<file path="src/design/beam_pair_direction_detector_top_macros.svh">
// Assertion macros used by the beam pair direction detector controller
`ifndef BEAM_PAIR_DIRECTION_DETECTOR_TOP_MACROS_SVH
`define BEAM_PAIR_DIRECTION_DETECTOR_TOP_MACROS_SVH

// Check that cons holds in the same cycle as ante
`define BPDD_ASSERT_SAME(label, ante, cons, msg) \
    label: assert property (@(posedge clk) disable iff (!rst_n) (ante) |-> (cons)) \
        else $error(msg);

// Check that cons holds in the cycle after ante
`define BPDD_ASSERT_NEXT(label, ante, cons, msg) \
    label: assert property (@(posedge clk) disable iff (!rst_n) (ante) |=> (cons)) \
        else $error(msg);

`endif

</file>
<file path="src/design/bpdd_pkg.sv">
// Types and constants shared by the beam pair direction detector modules
package bpdd_pkg;

    localparam int DIST_W      = 16;
    localparam int ECHO_W      = 15;
    localparam int TRIG_W      = 9;
    localparam int PROD_W      = 32;
    localparam int RECIP_W     = 17;
    localparam int CM_SHIFT    = 22;
    localparam int QUOT_W      = PROD_W - CM_SHIFT;
    localparam int NUM_BEAMS   = 4;
    localparam int IN_DATA_W   = 16;
    localparam int OUT_DATA_W  = 32;

    localparam logic [DIST_W-1:0]  NO_ECHO         = 16'hFFFF;
    localparam logic [ECHO_W-1:0]  ECHO_TIMEOUT_US = 15'd25000;
    // ceil(2^22 / 58): exact quotient for every 15-bit echo width
    localparam logic [RECIP_W-1:0] CM_RECIP        = 17'd72316;
    localparam logic [TRIG_W-1:0]  TRIG_RESET      = 9'd50;

    typedef enum logic [1:0] {
        DIR_QUIET    = 2'd0,
        DIR_APPROACH = 2'd1,
        DIR_LEAVE    = 2'd2,
        DIR_TIE      = 2'd3
    } dir_t;

    typedef enum logic [1:0] {
        EVT_NONE    = 2'd0,
        EVT_DETECT  = 2'd1,
        EVT_CLEARED = 2'd2
    } evt_code_t;

    // Controller to datapath commands
    typedef struct packed {
        logic load;
        logic write;
        logic step;
        logic finish;
    } bpdd_cmd_t;

    // Datapath to controller status
    typedef struct packed {
        logic scan_last;
    } bpdd_status_t;

endpackage

</file>
<file path="src/design/bpdd_ctrl.sv">
// Sequencing controller for the beam pair direction detector
`include "beam_pair_direction_detector_top_macros.svh"

module bpdd_ctrl (
    input  logic                  clk,
    input  logic                  rst_n,
    input  logic                  s_tvalid,
    output logic                  s_tready,
    output logic                  m_tvalid,
    input  logic                  m_tready,
    input  bpdd_pkg::bpdd_status_t status,
    output bpdd_pkg::bpdd_cmd_t    cmd
);
    import bpdd_pkg::*;

    typedef enum logic [1:0] {
        ST_IDLE,
        ST_WRITE,
        ST_SCAN,
        ST_FIN
    } state_t;

    state_t state_reg;
    logic   m_tvalid_reg;
    logic   out_free;

    // Output slot is free when empty or being drained this cycle
    assign out_free = !m_tvalid_reg || m_tready;

    assign s_tready   = (state_reg == ST_IDLE);
    assign m_tvalid   = m_tvalid_reg;

    // Decode commands from the current state
    assign cmd.load   = (state_reg == ST_IDLE) && s_tvalid;
    assign cmd.write  = (state_reg == ST_WRITE);
    assign cmd.step   = (state_reg == ST_SCAN);
    assign cmd.finish = (state_reg == ST_FIN) && out_free;

    // Advance state and hold the output valid flag
    always_ff @(posedge clk or negedge rst_n)
    begin
        if (!rst_n)
        begin
            state_reg    <= ST_IDLE;
            m_tvalid_reg <= 1'b0;
        end
        else
        begin
            if (cmd.finish)
            begin
                m_tvalid_reg <= 1'b1;
            end
            else if (m_tvalid_reg && m_tready)
            begin
                m_tvalid_reg <= 1'b0;
            end
            unique case (state_reg)
                ST_IDLE:
                begin
                    if (s_tvalid)
                    begin
                        state_reg <= ST_WRITE;
                    end
                end
                ST_WRITE:
                begin
                    state_reg <= ST_SCAN;
                end
                ST_SCAN:
                begin
                    if (status.scan_last)
                    begin
                        state_reg <= ST_FIN;
                    end
                end
                ST_FIN:
                begin
                    if (out_free)
                    begin
                        state_reg <= ST_IDLE;
                    end
                end
                default:
                begin
                    state_reg <= ST_IDLE;
                end
            endcase
        end
    end

    // Check sequencing
    `BPDD_ASSERT_NEXT(a_load_goes_write, cmd.load, state_reg == ST_WRITE,
        "accepted transaction did not move to write")
    `BPDD_ASSERT_NEXT(a_stall_holds_fin, (state_reg == ST_FIN) && !out_free,
        state_reg == ST_FIN && m_tvalid_reg, "blocked result left finish state")
    `BPDD_ASSERT_NEXT(a_scan_ends_fin, cmd.step && status.scan_last,
        state_reg == ST_FIN, "ring scan did not end in finish state")
    `BPDD_ASSERT_SAME(a_finish_slot_free, cmd.finish, !m_tvalid_reg || m_tready,
        "result register overwritten while still pending")

endmodule

</file>
<file path="src/design/bpdd_datapath.sv">
// Datapath: distance conversion, beam state, history ring scan and result register
module bpdd_datapath #(
    parameter int HISTORY_DEPTH = 5
) (
    input  logic                              clk,
    input  logic                              rst_n,
    input  logic [bpdd_pkg::ECHO_W-1:0]       echo_time_us,
    input  logic                              cfg_wr_en,
    input  logic [bpdd_pkg::TRIG_W-1:0]       cfg_wr_data,
    input  bpdd_pkg::bpdd_cmd_t               cmd,
    output bpdd_pkg::bpdd_status_t            status,
    output logic [bpdd_pkg::OUT_DATA_W-1:0]   result_data
);
    import bpdd_pkg::*;

    localparam int HIST_W = (HISTORY_DEPTH > 1) ? $clog2(HISTORY_DEPTH) : 1;
    localparam logic [HIST_W-1:0] LAST_POS = HIST_W'(HISTORY_DEPTH - 1);

    logic [TRIG_W-1:0]     trig_reg;
    logic [PROD_W-1:0]     prod_reg;
    logic                  noecho_reg;
    logic [1:0]            slot_reg;
    logic [DIST_W-1:0]     dist_reg [NUM_BEAMS];
    logic [NUM_BEAMS-1:0]  hist_reg [HISTORY_DEPTH];
    logic [HIST_W-1:0]     hidx_reg;
    logic [HIST_W-1:0]     ptr_reg;
    logic [HIST_W-1:0]     pos_reg;
    logic [NUM_BEAMS-1:0]  prev_reg;
    logic [NUM_BEAMS-1:0]  found_reg;
    logic [HIST_W-1:0]     epos_reg [NUM_BEAMS];
    logic [NUM_BEAMS-1:0]  blocked_reg;
    logic                  was_appr_reg;
    logic [1:0]            meas_sensor_reg;
    logic [DIST_W-1:0]     meas_dist_reg;
    logic [OUT_DATA_W-1:0] result_reg;

    logic [DIST_W-1:0]     dist_new;
    logic [NUM_BEAMS-1:0]  blocked_new;
    logic [HIST_W-1:0]     hidx_next;
    logic [HIST_W-1:0]     ptr_next;
    logic [NUM_BEAMS-1:0]  entry;
    dir_t                  up_dir;
    dir_t                  dn_dir;
    logic                  approaching;
    logic                  dead;
    logic                  up_blk;
    logic                  dn_blk;
    evt_code_t             evt;

    // Convert the product to centimeters or the no-echo mark
    assign dist_new = noecho_reg ? NO_ECHO
                                 : {{(DIST_W-QUOT_W){1'b0}}, prod_reg[PROD_W-1:CM_SHIFT]};

    // Compare all beams with the new distance bypassed into its slot
    always_comb
    begin
        for (int k = 0; k < NUM_BEAMS; k++)
        begin
            if (slot_reg == 2'(k))
            begin
                blocked_new[k] = dist_new < {{(DIST_W-TRIG_W){1'b0}}, trig_reg};
            end
            else
            begin
                blocked_new[k] = dist_reg[k] < {{(DIST_W-TRIG_W){1'b0}}, trig_reg};
            end
        end
    end

    assign hidx_next = (hidx_reg == LAST_POS) ? '0 : hidx_reg + 1'b1;
    assign ptr_next  = (ptr_reg == LAST_POS) ? '0 : ptr_reg + 1'b1;
    assign entry     = hist_reg[ptr_reg];
    assign status.scan_last = (pos_reg == LAST_POS);

    // Resolve pair directions from the first rising edges
    always_comb
    begin
        if (found_reg[0] && found_reg[1])
        begin
            priority if (epos_reg[0] < epos_reg[1]) up_dir = DIR_APPROACH;
            else if (epos_reg[1] < epos_reg[0])     up_dir = DIR_LEAVE;
            else                                    up_dir = DIR_TIE;
        end
        else if (found_reg[0]) up_dir = DIR_APPROACH;
        else if (found_reg[1]) up_dir = DIR_LEAVE;
        else                   up_dir = DIR_QUIET;

        if (found_reg[2] && found_reg[3])
        begin
            priority if (epos_reg[2] < epos_reg[3]) dn_dir = DIR_APPROACH;
            else if (epos_reg[3] < epos_reg[2])     dn_dir = DIR_LEAVE;
            else                                    dn_dir = DIR_TIE;
        end
        else if (found_reg[2]) dn_dir = DIR_APPROACH;
        else if (found_reg[3]) dn_dir = DIR_LEAVE;
        else                   dn_dir = DIR_QUIET;
    end

    assign approaching = (up_dir == DIR_APPROACH) || (dn_dir == DIR_APPROACH);
    assign up_blk      = |blocked_reg[1:0];
    assign dn_blk      = |blocked_reg[3:2];
    assign dead        = (dist_reg[0] == NO_ECHO) && (dist_reg[1] == NO_ECHO) &&
                         (dist_reg[2] == NO_ECHO) && (dist_reg[3] == NO_ECHO);

    // Raise detect on a new approach, cleared once all beams are free
    always_comb
    begin
        priority if (approaching && !was_appr_reg)                  evt = EVT_DETECT;
        else if (!approaching && was_appr_reg && !up_blk && !dn_blk) evt = EVT_CLEARED;
        else                                                         evt = EVT_NONE;
    end

    // Hold the trigger register
    always_ff @(posedge clk or negedge rst_n)
    begin
        if (!rst_n)
        begin
            trig_reg <= TRIG_RESET;
        end
        else if (cfg_wr_en)
        begin
            trig_reg <= cfg_wr_data;
        end
    end

    // Multiply by the reciprocal of 58 on accept
    always_ff @(posedge clk)
    begin
        if (cmd.load)
        begin
            prod_reg   <= {{(PROD_W-ECHO_W){1'b0}}, echo_time_us} *
                          {{(PROD_W-RECIP_W){1'b0}}, CM_RECIP};
            noecho_reg <= (echo_time_us == '0) || (echo_time_us > ECHO_TIMEOUT_US);
        end
    end

    // Store beam state, the history ring and the approach flag
    always_ff @(posedge clk or negedge rst_n)
    begin
        if (!rst_n)
        begin
            slot_reg     <= '0;
            hidx_reg     <= '0;
            was_appr_reg <= 1'b0;
            for (int k = 0; k < NUM_BEAMS; k++)
            begin
                dist_reg[k] <= '0;
            end
            for (int i = 0; i < HISTORY_DEPTH; i++)
            begin
                hist_reg[i] <= '0;
            end
        end
        else
        begin
            if (cmd.write)
            begin
                dist_reg[slot_reg] <= dist_new;
                slot_reg           <= slot_reg + 2'd1;
                hist_reg[hidx_reg] <= blocked_new;
                hidx_reg           <= hidx_next;
            end
            if (cmd.finish)
            begin
                was_appr_reg <= approaching;
            end
        end
    end

    // Scan the ring oldest first, one entry per cycle
    always_ff @(posedge clk)
    begin
        if (cmd.write)
        begin
            meas_sensor_reg <= slot_reg;
            meas_dist_reg   <= dist_new;
            blocked_reg     <= blocked_new;
            ptr_reg         <= hidx_next;
            pos_reg         <= '0;
            prev_reg        <= '0;
            found_reg       <= '0;
        end
        else if (cmd.step)
        begin
            for (int k = 0; k < NUM_BEAMS; k++)
            begin
                if (entry[k] && !prev_reg[k] && !found_reg[k])
                begin
                    found_reg[k] <= 1'b1;
                    epos_reg[k]  <= pos_reg;
                end
            end
            prev_reg <= entry;
            ptr_reg  <= ptr_next;
            pos_reg  <= pos_reg + 1'b1;
        end
    end

    // Load the result register
    always_ff @(posedge clk)
    begin
        if (cmd.finish)
        begin
            result_reg <= {4'b0, meas_dist_reg, meas_sensor_reg, evt, dead, approaching,
                           dn_dir, up_dir, dn_blk, up_blk};
        end
    end

    assign result_data = result_reg;

endmodule

</file>
<file path="src/design/beam_pair_direction_detector_top.sv">
// Top level of the beam pair direction detector
//
// Channel   Dir  Handshake          Payload
// s_*       in   s_tvalid/s_tready  s_tdata[14:0] echo_time_us
// m_*       out  m_tvalid/m_tready  m_tdata: detector result, one per input transaction
// cfg_*     in   cfg_wr_en          cfg_wr_data[8:0] trigger_distance_cm
//
// Each item passes through its steps in order: the accepting edge registers the
// reciprocal product, then a write step for the distance and ring write, one scan
// step per ring entry for the edge scan, and a finish step to build the result.
// The ring scan sets the rate; the next item is taken the cycle after the result loads.
// Reset clears distances to 0 cm, the ring, the slot and ring write indexes, the approach flag and the trigger to 50.
// A stalled result holds in the output register; the block waits in its last step.
module beam_pair_direction_detector_top #(
    parameter int HISTORY_DEPTH = 5
) (
    input  logic        clk,
    input  logic        rst_n,
    // tdata[14:0] echo_time_us, [15] zero
    input  logic [15:0] s_tdata,
    input  logic        s_tvalid,
    output logic        s_tready,
    // tdata[0] up pair blocked, [1] down pair blocked, [3:2] up pair direction,
    // [5:4] down pair direction, [6] approach flag, [7] all_sensors_dead,
    // [9:8] event_code, [11:10] measured_sensor, [27:12] measured_distance_cm,
    // [31:28] zero
    output logic [31:0] m_tdata,
    output logic        m_tvalid,
    input  logic        m_tready,
    input  logic        cfg_wr_en,
    input  logic [8:0]  cfg_wr_data
);
    import bpdd_pkg::*;

    bpdd_cmd_t    cmd;
    bpdd_status_t status;

    // Sequence each item through its steps
    bpdd_ctrl u_ctrl (
        .clk      (clk),
        .rst_n    (rst_n),
        .s_tvalid (s_tvalid),
        .s_tready (s_tready),
        .m_tvalid (m_tvalid),
        .m_tready (m_tready),
        .status   (status),
        .cmd      (cmd)
    );

    // Compute distances, ring scan and result
    bpdd_datapath #(
        .HISTORY_DEPTH (HISTORY_DEPTH)
    ) u_datapath (
        .clk          (clk),
        .rst_n        (rst_n),
        .echo_time_us (s_tdata[ECHO_W-1:0]),
        .cfg_wr_en    (cfg_wr_en),
        .cfg_wr_data  (cfg_wr_data),
        .cmd          (cmd),
        .status       (status),
        .result_data  (m_tdata)
    );

endmodule

</file>
<file path="config.mk">
export PLATFORM = sky130hd
export DESIGN_NAME = beam_pair_direction_detector_top
export DESIGN_NICKNAME = d
export VERILOG_FILES = /design/src/design/bpdd_pkg.sv /design/src/design/bpdd_ctrl.sv /design/src/design/bpdd_datapath.sv /design/src/design/beam_pair_direction_detector_top.sv
export VERILOG_INCLUDE_DIRS = /design/src /design/src/design
export SDC_FILE = /design/constraint.sdc
export NUM_CORES = 1
export LEC_CHECK = 0
export BUFFER_PORTS_ARGS = -buffer_cell sky130_fd_sc_hd__buf_2
export CAP_MARGIN = 20
export CORE_UTILIZATION = 57
export CTS_CLUSTER_DIAMETER = 60
export DETAILED_ROUTE_END_ITERATION = 10
export MAX_ROUTING_LAYER = met4
export PLACE_DENSITY = 0.78
export SLEW_MARGIN = 20
export SYNTH_ARGS = -nofsm -noshare
export SYNTH_HDL_FRONTEND = slang
export SYNTH_HIERARCHICAL = 1
export SYNTH_SLANG_ARGS = --single-unit
</file>
<file path="constraint.sdc">
create_clock -name clk -period 2.8 [get_ports clk]
set_input_delay 0.84 -clock clk [delete_from_list [all_inputs] [get_ports clk]]
set_output_delay 0.84 -clock clk [all_outputs]
set_load 0.005 [all_outputs]
</file>
# Yosys cells after proc, flatten, opt, wreduce, memory -nomap -nowiden
# Memories as Yosys holds them, arrays and structs flattened.
# Cells that the tools add are included.
[word_totals]
reg_bits = 197
latch_bits = 0
mem_bits_rw = 12
mem_bits_ro = 0
input_bits = 30
output_inout_bits = 34
wordCells = 172
n_memories = 1
[classes]
add_sub_neg = 4
mul = 1
div = 0
magnitude_cmp = 15
n_eq_ne = 18
n_shift = 0
mux = 51
bitwise_logic = 3
n_reduce_logical = 50
[memory_table]
columns = ["memory", "depth", "word_bits", "rd", "rd_clocked_by_memory_dff", "write_ports", "line_no", "rtl"]
rows = [
  ["u_datapath.epos_reg", 4, 3, 4, 0, 4, "bpdd_datapath.sv:30", "logic [HIST_W-1:0] epos_reg [NUM_BEAMS];"],
]
[op_table]
columns = ["op", "count"]
rows = [
  ["$lt 16x9->1", 5],
  ["$bwmux 64", 1],
  ["$eq 16x16->1 const B", 4],
  ["$demux 16 s2", 1],
  ["$mux 16", 2],
  ["$mul 15x15->30 const B", 1],
  ["$mux 1", 24],
  ["$mux 2", 12],
  ["$logic_and 1x1->1", 22],
  ["$bwmux 20", 1],
  ["$gt 15x15->1 const B", 1],
  ["$logic_not 15->1", 1],
  ["$logic_not 1->1", 13],
  ["$bmux 4 s3", 1],
  ["$demux 4 s3", 1],
  ["$lt 3x3->1", 4],
  ["$mux 3", 4],
  ["$mux 4", 3],
  ["$add 3x1->3 const B", 3],
  ["$eq 3x3->1 const B", 3],
  ["$eq 2x1->1 const B", 4],
  ["$eq 2x2->1 const B", 4],
  ["$ge 4x4->1 const B", 2],
  ["$not 3->4", 2],
  ["other kinds (14)", 23],
]

# Depth between registers and ports, before layout
# Gate-level depths: netlist of the first run.
# An unclocked memory read counts as a cell.
[logic_depth]
word_depth = 12
depth_mapped = 21
mapped_depth_nobuf = 21

# Modules after synthesis
# Netlist of the first run, hierarchy kept.
[modules_own_cells]
columns = ["mod", "instances", "cells_each", "area_each_um2", "seq_area_each_um2"]
rows = [
  ["bpdd_datapath", 1, 1088, 11474.8, 4182.8],
  ["bpdd_ctrl", 1, 20, 227.7, 75.1],
]

# Worst setup path before layout of the first run
# Ideal clock, no wire load.
[synth_path]
path_type = "input-to-reg"
start = "input port s_tdata[12]"
end = "register u_datapath.prod_reg[31], data pin"
setup_ns = 0.270
arrival_ns = 5.464
required_time_ns = 2.530
setup_slack_ns = -2.934
path_stages = 18
path_buffers = 0
cell_sequence = "fa_1 inv_1 fa_1 inv_1 fa_1 fa_1 fa_1 inv_1 fa_1 inv_1 ha_1 nand3_1 nor3_1 nand3_1 o221ai_1 nor2_1 a311oi_1 xor2_1"
[synth_between]
elab_chain_len = 1
[synth_rtl]
columns = ["element", "line_no", "rtl"]
rows = [
  ["start: declaration", "beam_pair_direction_detector_top.sv:20", "input logic [15:0] s_tdata,"],
  ["$mul 15x15->30", "bpdd_datapath.sv:131", "prod_reg <= {{(PROD_W-ECHO_W){1'b0}}, echo_time_us} *"],
  ["end signal: assignment", "bpdd_datapath.sv:131", ""],
  ["end: declaration", "bpdd_datapath.sv:20", "logic [PROD_W-1:0] prod_reg;"],
]
# No other way between the ends.
# A chain may end at the register's enable or synchronous reset.

# Worst setup path after layout of the first run
[layout_path]
start = "input port s_tdata[10]"
end = "register u_datapath.prod_reg[30], data pin"
# The elaborated chain is that of the path after synthesis.

==> results of run 1 <==
-- routing by layer --
| layer | track usage | up-vias |
|---|---|---|
| met3 | 0.0280 | 45 |
| met1 | 0.330 | 4273 |
| met4 | 0.0763 | 0 |
| li1 | - | 4076 |
| met2 | 0.492 | 294 |
| met5 | - | - |
-- power by group --
group	total, mW	switching, mW	internal, mW
Clock	2.29	0.956	1.33
Combinational	10.2	5.45	4.79
Sequential	4.15	0.635	3.52
Total	16.7	7.04	9.64
-- logic make-up (layout without fill, tap and decap cells) --
group	after synthesis	after routing	share of synthesized area
adder cells (fa/ha/maj)	269	269	0.337
buffers and inverters	235	428	0.0783
AND/OR/NAND/NOR	227	227	0.0929
AO/OA/AOI/OAI	189	189	0.100
flip-flops	159	159	0.364
XOR/XNOR	16	16	0.0120
multiplexers	12	12	0.0155
other	1	4	0.000320
-- critical path: cells and delay by family --
family                   cells  cell delay (ns)
AO/OA/AOI/OAI                5             0.79
AND/OR/NAND/NOR              1             0.14
adder cells (fa/ha/maj)      7             3.33
buffers and inverters        5             0.34
XOR/XNOR                     1             0.14
-- timing repair --
action	in CTS	in global routing
pin swaps	12	10
gates resized for setup	26	16
setup buffers	8	6
endpoints found under the setup margin	26	34
-- synth_stat cells (5+ instances only) --
| cell | instances | area share |
|---|---|---|
| and2_1 | 11 | 0.0059 |
| dfxtp_1 | 11 | 0.019 |
| nor2b_1 | 7 | 0.0037 |
| and3_1 | 6 | 0.0032 |
| ha_1 | 192 | 0.21 |
| mux2_2 | 5 | 0.0048 |
| edfxtp_1 | 66 | 0.17 |
| inv_1 | 204 | 0.065 |
| nor2_1 | 95 | 0.030 |
| o31ai_1 | 6 | 0.0038 |
| nand2b_1 | 7 | 0.0037 |
| nand2_1 | 41 | 0.013 |
| a21o_1 | 24 | 0.015 |
| xor2_1 | 8 | 0.0060 |
| xnor2_1 | 8 | 0.0060 |
| fa_1 | 77 | 0.13 |
| or2_2 | 6 | 0.0032 |
| dfrtp_1 | 79 | 0.17 |
| buf_4 | 9 | 0.0058 |
| nand4_1 | 22 | 0.012 |
| o21ai_0 | 31 | 0.013 |
| nand3_1 | 14 | 0.0060 |
| a21oi_1 | 84 | 0.036 |
| clkbuf_1 | 19 | 0.0061 |
-- cells in the final DEF, fill, tap and decap left out, types with 8 or more instances in the layout --
cell type and count:
a21o_1 24, a21oi_1 79, and2_1 11, buf_2 52, buf_4 132, clkbuf_16 17, dfrtp_1 79, dfxtp_1 11
edfxtp_1 66, fa_1 75, ha_1 184, ha_4 8, inv_1 194, inv_2 10, nand2_1 39, nand3_1 13
nand4_1 22, nor2_1 90, o21ai_0 29, xnor2_1 8, xor2_1 8
-- metrics by stage --
step | instance area, µm² | std cells | total power, mW | utilization | setup WS, ns
2_1_floorplan | 11900 | 1111 | 10.7 | - | -2.60
3_3_place_gp | 13300 | 1529 | 13.2 | 0.659 | -2.98
3_5_place_dp | 13300 | 1529 | 13.6 | 0.659 | -3.08
4_1_cts | 14000 | 1569 | 16.5 | 0.696 | -2.58
5_1_grt | 14100 | 1574 | 18.0 | 0.701 | -2.75
6_report | 14100 | 1574 | 16.7 | 0.701 | -2.62
-- how the worst min path moves through the flow --
| stage | startpoint | endpoint | slack, ns | depth (start not counted) |
|---|---|---|---|---|
| floorplan | u_datapath/meas_sensor_reg[0] | u_datapath/result_data[10] | 0.40 | 0 |
| global placement | u_datapath/meas_dist_reg[0] | u_datapath/result_data[12] | 0.40 | 0 |
| detailed placement | u_datapath/meas_sensor_reg[0] | u_datapath/result_data[10] | 0.40 | 0 |
| CTS | u_datapath/meas_sensor_reg[0] | u_datapath/result_data[10] | 0.41 | 0 |
| global route | u_datapath/meas_sensor_reg[0] | u_datapath/result_data[10] | 0.42 | 0 |
| finish | u_datapath/meas_sensor_reg[0] | u_datapath/result_data[10] | 0.41 | 0 |
-- cell type report --
class	instances	share of cell area
Timing Repair Buffer	192	0.0976
Sequential cell	159	0.301
Clock buffer	18	0.0304
Clock inverter	14	0.0111
Tap cell	270	0.0239
Multi-Input combinational cell	717	0.482
Inverter	204	0.0542
==> summary.md, run 1 <==
| Metric | Value |
|---|---|
| CP Launch Type | `primary input` |
| Footprint of the multi-input gates | `6810 µm²` |
| Io pins | `64` |
| CP endpoint kind | `flip-flop` |
| Relative slew slack | `0.438` |
| Reg2reg end | `u_datapath/hist_reg[18]` |
| CTS tree | `yes` |
| Share of synthesized registers carrying an async set or reset | `0.516` |
| CORE AREA | `20200 µm²` |
| Vias per inst | `5.52` |
| Initial antenna violation count | `0` |
| Crit Path Max Fanout | `4` |
| Worst hold path type | `flip-flop to flip-flop` |
| Largest net degree at the start of global routing | `49` |
| Metal-1 WL | `11300 µm` |
| Failing checks | `DRC, setup timing` |
| Worst R2R Start | `u_datapath/noecho_reg` |
| Total Negative Setup Slacks | `-25.00 ns` |
| Status | `finished with violations` |
| Area Growth Syn to Fin | `20.8%` |
| Max Freq | `184 MHz` |
| EDFF count, synth | `66` |
| Root buf cell | `clkbuf_16` |
| R2R cell count | `13` |
| Avg Cell Area, Syn | `10.6 µm²` |
| Met3 wire length | `1180 µm` |
| First-pass GRT wire length | `44400 µm` |
| Synth Warn # | `6` |
| Met2 routed WL | `14500 µm` |
| Number of global-route vias before repair | `9074` |
| Row count | `52` |
| Max reg flops | `44` |
| Mapped Cells | `1108` |
| Setup violations, final | `10` |
| DR pass1 iterations | `11` |
| DR vias | `8688` |
| Worst path most repeated cell | `fa_1` |
| Reg2reg setup slack | `0.05 ns` |
| Num CTS Buffers | `17` |
| Post-route DRC | `1` |
| Max Cap Violations | `0` |
| Post-DRT Antenna Nets | `0` |
| Setup crit end | `u_datapath/prod_reg[30]` |
| RSZ-0062 raised after global routing | `yes` |
| Initial core utilization | `0.580` |
| Leakage | `6.92 nW` |
| Library cells used by synthesis | `58` |
| Ys flop type | `dfrtp_1` |
| CTS Buffer Depth | `2` |
| Highest Signal Layer | `met4` |
| Arr. time, crit path | `5.58 ns` |
| Sequential cell area fraction in the yosys report | `0.364` |
| Hold_buf cts | `0` |
| Clock latency on the worst-skew pair | `0.41 ns` |
| Die Y-Extent | `145 µm` |
| Area of the die | `21100 µm²` |
| Worst path required time | `2.96 ns` |
| Total gr overflow | `0` |
| # port buffers | `58` |
| WL/cell | `17.5 µm` |
| Crit path from | `s_tdata[10]` |
| Gr usage total | `0.275` |
| Drt initial violations | `533` |
| Synth Cell Area | `11700 µm²` |
| Fillers | `1416` |
| Final worst-path cycle share | `1.94` |
| Skew final | `0.00938 ns` |
| Antenna cell count | `0` |
| Tmin final | `5.42 ns` |
| Post-DP HPWL | `21000 µm` |
| Crit-path slowest cell | `fa_1` |
| VDD IR max | `0.822 mV` |
| Final Slew Violations | `0` |
| Register area | `4260 µm²` |
| Hold Slack | `0.412 ns` |
| Gpl congestion | `0.897` |
| CP Cell Sequence | `buf_8 > fa_1 > inv_1 > fa_1 > inv_1 > fa_1 > fa_2 > fa_1 > inv_2 > fa_1 > inv_2 > ha_4 > a21oi_2 > o21a_1 > nand4bb_1 > o221ai_2 > a211oi_2 > o21ai_1 > xor2_1` |
| Crit Path Class | `primary input to flip-flop` |
| Max incr delay on CP | `0.56 ns` |
| PwrDens | `1180 nW/µm²` |
| Die Wd | `145 µm` |
| H-tree depth | `4` |
| Clk slew on worst S/H paths | `0.06 ns` |
| Final hold vios | `0` |
| WL final | `27500 µm` |
| Layout cell share with drive strength beyond 1 | `0.228` |
| Setup WS post-layout | `-2.62 ns` |
| Worst-margin pin slew | `0.836 ns` |
| Count of state elements after synthesis | `159` |
| Final #Nets | `1590` |
| Clk sink count | `159` |
(Power assumes the default switching activity.)
==> run 2, diff against run 1 <==
- SYNTH_HIERARCHICAL: 1 -> unset
- TNS_END_PERCENT: unset -> 100
==> summary.md, run 2 <==
| Metric | Value |
|---|---|
| Leakage | `6.82 nW` |
| RSZ-0062 raised after global routing | `yes` |
| Arr. time, crit path | `5.56 ns` |
| PwrDens | `1140 nW/µm²` |
| WL/cell | `17.0 µm` |
| Area of the die | `20800 µm²` |
| Relative slew slack | `0.565` |
| Reg2reg end | `u_datapath.blocked_reg[3]` |
| Io pins | `64` |
| Setup WS post-layout | `-2.59 ns` |
| Crit-path slowest cell | `fa_1` |
| Post-DP HPWL | `20500 µm` |
| WL final | `26300 µm` |
| Setup violations, final | `10` |
| First-pass GRT wire length | `42500 µm` |
| Post-synth top area cell | `ha_1` |
| Worst path required time | `2.97 ns` |
| Final Util | `0.711` |
| Status | `finished with violations` |
| Worst path most repeated cell | `fa_1` |
| Largest net degree at the start of global routing | `48` |
| Worst Hold Depth | `0` |
| Max incr delay on CP | `0.56 ns` |
| Post-DRT Antenna Nets | `0` |
| Met1 GRT Util | `0.341` |
| VDD IR max | `0.816 mV` |
| Most common cell after layout, fill and taps aside | `inv_1` |
| Final worst-path cycle share | `1.92` |
| Max Freq | `186 MHz` |
| Library cells used by synthesis | `48` |
| Worst-margin pin slew | `0.652 ns` |
| CP bufs+invs | `6` |
| Commonest non-fill, non-tap cells in the layout | `188 x inv_1, 184 x ha_1, 140 x buf_4` |
| Max reg flops | `44` |
| Post-layout power | `15.9 mW` |
| Fillers | `1402` |
| Num CTS Buffers | `17` |
| Post-route DRC | `0` |
| # port buffers | `58` |
| CORE AREA | `19700 µm²` |
| Clk slew on worst S/H paths | `0.06 ns` |
| Initial antenna violation count | `1` |
| Top cell type's share of synthesized area | `0.208` |
| Count of state elements after synthesis | `159` |
| Synth area leaders | `ha_1 21%, edfxtp_1 17%, dfrtp_1 17%, fa_1 13%, inv_1 6.5%` |
| Final Slew Violations | `0` |
| Sequential cell area fraction in the yosys report | `0.370` |
| Gr usage total | `0.277` |
| Final hold vios | `0` |
| Ys flop type | `dfrtp_1` |
| EDFF count, synth | `66` |
| Initial core utilization | `0.586` |
| Final #Nets | `1570` |
| DR pass1 iterations | `5` |
| Mapped Cells | `1078` |
| Delay-heaviest family, CP | `adder cells` |
| Hold_buf cts | `0` |
| Avg Cell Area, Syn | `10.7 µm²` |
| Tmin final | `5.39 ns` |
| Failing checks | `setup timing` |
| Row count | `51` |
| Total Negative Setup Slacks | `-25.05 ns` |
| CP Launch Type | `primary input` |
| CTS tree | `yes` |
| Max Cap Violations | `0` |
| Layout cell share with drive strength beyond 1 | `0.222` |
| Share of synthesized registers carrying an async set or reset | `0.516` |
| Reg2reg setup slack | `0.07 ns` |
| Hold Crit Endpoint | `u_datapath.result_data[26]` |
| Met2 Resource Use GR | `0.473` |
| Synth Cell Area | `11500 µm²` |
| Grt met3 use | `0.0447` |
| Most common cell in the netlist | `inv_1` |
| Drt initial violations | `563` |
| Area Growth Syn to Fin | `21.2%` |
| Die Y-Extent | `144 µm` |
| Skew final | `0.0115 ns` |
| Vias per inst | `5.45` |
| Gpl congestion | `0.935` |
| Synth Warn # | `0` |
| DR vias | `8443` |
| Crit Path Class | `primary input to flip-flop` |
| Clk sink count | `159` |
| CTS Buffer Depth | `2` |
| Total gr overflow | `0` |
| CP Cell Sequence | `buf_12 > fa_1 > inv_2 > fa_1 > inv_2 > fa_1 > fa_2 > fa_1 > inv_1 > fa_1 > inv_2 > ha_4 > nand3_4 > o41ai_2 > a31oi_1 > o211ai_1 > a31oi_1 > buf_4 > xnor2_2` |
| R2R cell count | `13` |
| Gr busiest metal | `met2` |
| Hold Startpoint | `u_datapath.meas_dist_reg[14]` |
| Root buf cell | `clkbuf_16` |
| Die Wd | `144 µm` |
| Crit Path Max Fanout | `5` |
| H-tree depth | `4` |
| Number of global-route vias before repair | `8698` |
| Worst hold path type | `flip-flop to flip-flop` |
| Worst R2R Start | `u_datapath.noecho_reg` |
| Commonest cells in the netlist | `199 x inv_1, 192 x ha_1, 79 x dfrtp_1` |
| CP endpoint kind | `flip-flop` |
| Clock latency on the worst-skew pair | `0.42 ns` |
## run 2: per-layer routing
layer | vias up | wire [µm]
met1 | 4139 | 11300
met3 | 54 | 974
met5 | - | 0
li1 | 4030 | -
met2 | 220 | 13400
met4 | 0 | 561
## run 2: worst max-delay path by stage
stage,startpoint,endpoint,slack (ns),cells past startpoint
global placement,s_tdata[6],u_datapath.prod_reg[28],-3.01,22
floorplan,s_tdata[12],u_datapath.prod_reg[30],-2.68,18
CTS,s_tdata[12],u_datapath.prod_reg[30],-2.56,19
detailed placement,s_tdata[12],u_datapath.prod_reg[28],-3.13,20
finish,s_tdata[12],u_datapath.prod_reg[26],-2.59,19
global route,s_tdata[11],u_datapath.prod_reg[30],-2.75,20
## run 2: cells by family (layout without fill, tap and decap cells)
kind of cell | Yosys count | in the layout | synth area share
xor+xnor | 17 | 17 | 0.0129
other cells | 1 | 5 | 0.000325
fa+ha+maj | 269 | 269 | 0.342
mux | 11 | 11 | 0.0144
simple gates | 202 | 202 | 0.0823
buf+inv | 224 | 427 | 0.0759
compound gates | 195 | 195 | 0.102
flops | 159 | 159 | 0.370
## run 2: area by class of cell
class / instances / area (µm²) / share of cell area
Inverter: 199 / 747 / 0.0535
Antenna cell: 1 / 2.50 / 0.000179
Clock inverter: 12 / 136 / 0.00977
Timing Repair Buffer: 196 / 1360 / 0.0975
Tap cell: 265 / 332 / 0.0237
Clock buffer: 20 / 458 / 0.0328
Sequential cell: 159 / 4260 / 0.305
Multi-Input combinational cell: 698 / 6670 / 0.478
## run 2: power breakdown
group	leakage (nW)	switching [mW]	internal, mW	total (mW)
clock network	0.283	0.919	1.37	2.29
logic	4.88	5.07	4.50	9.57
registers	1.66	0.616	3.48	4.09
## run 2: timing repair
action                                  CTS  global route
resized for setup                        21            29
pin swaps                                12            22
endpoints found under the setup margin   34            24
buffers inserted                          3             4
## run 2: metrics by stage
step                      cell area, µm²  hold slack [ns]  setup slack, ns  std cells
after floorplan                    11600            0.400            -2.68       1081
after global placement             13100            0.400            -3.01       1511
after detailed placement           13100            0.405            -3.13       1511
after CTS                          13800            0.419            -2.56       1546
after global routing               14000            0.426            -2.75       1550
final                              14000            0.421            -2.59       1550
==> run 3, diff against run 2 <==
- BUFFER_PORTS_ARGS: -buffer_cell sky130_fd_sc_hd__buf_2 -> -buffer_cell sky130_fd_sc_hd__buf_4
==> summary.md, run 3 (synthesis gave the netlist of run 2 again) <==
| Metric | Value |
|---|---|
| Status | `finished with violations` |
| Failing checks | `setup timing` |
| Reg2reg setup slack | `0.09 ns` |
| Worst hold path type | `flip-flop to flip-flop` |
| Delay-heaviest family, CP | `adder cells` |
| Final #Nets | `1564` |
| Final hold vios | `0` |
| Total Negative Setup Slacks | `-24.52 ns` |
| Drt initial violations | `556` |
| CP bufs+invs | `5` |
| Io pins | `64` |
| Total gr overflow | `0` |
| Max reg flops | `44` |
| CTS Buffer Depth | `2` |
| Crit Path Class | `primary input to flip-flop` |
| DR pass1 iterations | `5` |
| CP Launch Type | `primary input` |
| Layout cell share with drive strength beyond 1 | `0.213` |
| First-pass GRT wire length | `41100 µm` |
| Worst-margin pin slew | `0.806 ns` |
| Initial core utilization | `0.586` |
| Root buf cell | `clkbuf_16` |
| Die Y-Extent | `144 µm` |
| Register area | `4260 µm²` |
| WL final | `25100 µm` |
| Clock latency on the worst-skew pair | `0.43 ns` |
| Final worst-path cycle share | `1.92` |
| Crit Path Max Fanout | `6` |
| Die Wd | `144 µm` |
| Footprint of the multi-input gates | `6610 µm²` |
| WL/cell | `16.3 µm` |
| CORE AREA | `19700 µm²` |
| Most common cell after layout, fill and taps aside | `inv_1` |
| WP depth | `19` |
| Post-DP HPWL | `20200 µm` |
| CTS tree | `yes` |
| Gpl congestion | `0.928` |
| Max Cap Violations | `0` |
| Reg2reg end | `u_datapath.hist_reg[8]` |
| Area Growth Syn to Fin | `21.2%` |
| Leakage | `6.81 nW` |
| Post-DRT Antenna Nets | `0` |
| Skew final | `0.0138 ns` |
| Hold Slack | `0.411 ns` |
| Number of global-route vias before repair | `8393` |
| Row count | `51` |
| Num CTS Buffers | `17` |
| VDD IR max | `1.00 mV` |
| Place WS | `-3.08 ns` |
| Setup violations, final | `10` |
| Hold_buf cts | `0` |
| Worst path most repeated cell | `fa_1` |
| Worst path required time | `2.97 ns` |
| R2R cell count | `12` |
| Fillers | `1397` |
| Max incr delay on CP | `0.53 ns` |
| Clk sink count | `159` |
| Post-route DRC | `0` |
| Worst R2R Start | `u_datapath.noecho_reg` |
| Largest net degree at the start of global routing | `47` |
| # port buffers | `58` |
| Setup crit end | `u_datapath.prod_reg[30]` |
| Gr usage total | `0.269` |
| Final Slew Violations | `0` |
| Commonest non-fill, non-tap cells in the layout | `191 x inv_1, 187 x buf_4, 184 x ha_1` |
| PwrDens | `1110 nW/µm²` |
| Max Freq | `186 MHz` |
| Clk slew on worst S/H paths | `0.06 ns` |
| H-tree depth | `4` |
| RSZ-0062 raised after global routing | `yes` |
| Initial antenna violation count | `1` |
| Cell Area, Placed | `13300 µm²` |
| CP endpoint kind | `flip-flop` |
| Relative slew slack | `0.457` |
| Vias per inst | `5.37` |
| Arr. time, crit path | `5.53 ns` |
| Crit-path slowest cell | `fa_1` |
| Tmin final | `5.37 ns` |
| Crit path from | `s_tdata[12]` |
| Setup WS post-layout | `-2.57 ns` |
| CP Cell Sequence | `buf_12 > fa_1 > inv_1 > fa_1 > inv_2 > fa_1 > fa_2 > fa_1 > inv_2 > fa_1 > inv_2 > ha_4 > nand3_4 > o41ai_2 > a31oi_1 > o211ai_1 > a31oi_1 > o21ai_1 > xor2_1` |
| DR vias | `8290` |
| Post-layout power | `15.6 mW` |
| Cell area after layout | `14000 µm²` |
| Area of the die | `20800 µm²` |
-- run 3: changes by cell type in the layout (fill, tap and decap cells not counted), sizes merged --
cell,previous run,this run
buf,196,190
bufinv,2,0
clkbuf,20,18
clkinv,7,2
clkinvlp,2,3
inv,200,208
-- run 3: what timing repair did --
item                       in CTS  in global routing
pin swaps                      15                 11
setup buffers                   1                  0
resized for setup              13                 23
hold endpoints to repair        0                  0
setup endpoints to repair      24                 29
-- run 3: through the flow --
step	instances	util
6_report	1544	0.711
5_1_grt	1544	0.711
4_1_cts	1543	0.706
3_5_place_dp	1510	0.676
3_3_place_gp	1510	0.676
2_1_floorplan	1081	-
-- run 3: how the worst min path moves through the flow --
stage / end / cells after the start / startpoint
2_1_floorplan: u_datapath.result_data[10] / 0 / u_datapath.meas_sensor_reg[0]
3_5_place_dp: u_datapath.result_data[16] / 0 / u_datapath.meas_dist_reg[4]
6_report: u_datapath.result_data[26] / 0 / u_datapath.meas_dist_reg[14]
4_1_cts: u_datapath.result_data[16] / 0 / u_datapath.meas_dist_reg[4]
3_3_place_gp: u_datapath.result_data[13] / 0 / u_datapath.meas_dist_reg[1]
5_1_grt: u_datapath.result_data[21] / 0 / u_datapath.meas_dist_reg[9]
-- run 3: area by class of cell --
class,count,area share
Sequential cell,159,0.305
Antenna cell,1,0.000179
Multi-Input combinational cell,698,0.474
Inverter,199,0.0535
Clock inverter,14,0.00860
Timing Repair Buffer,190,0.105
Clock buffer,18,0.0307
Tap cell,265,0.0237
-- run 3: power by group --
part / leakage, nW / internal, mW / total [mW] / switching [mW]
Sequential: 1.66 / 3.47 / 4.08 / 0.610
Clock: 0.263 / 1.16 / 2.15 / 0.983
Combinational: 4.89 / 4.48 / 9.33 / 4.85
-- run 3: routing by layer --
| layer | wire [µm] | vias to the layer above | track usage |
|---|---|---|---|
| met4 | 538 | 0 | 0.0864 |
| met1 | 11000 | 4008 | 0.335 |
| met2 | 12500 | 215 | 0.446 |
| met3 | 1100 | 50 | 0.0483 |
| met5 | 0 | - | - |
| li1 | - | 4017 | - |
-- run 3: worst reg2reg max path: stages (launching register included) --
cell      delay (ns)
edfxtp_1        0.36
buf_4           0.19
nor2_1          0.20
inv_1           0.09
ha_1            0.32
and3_4          0.18
a221oi_2        0.27
o21ai_1         0.13
a211oi_2        0.25
buf_4           0.19
a32oi_1         0.09
buf_4           0.19
o21ai_0         0.16
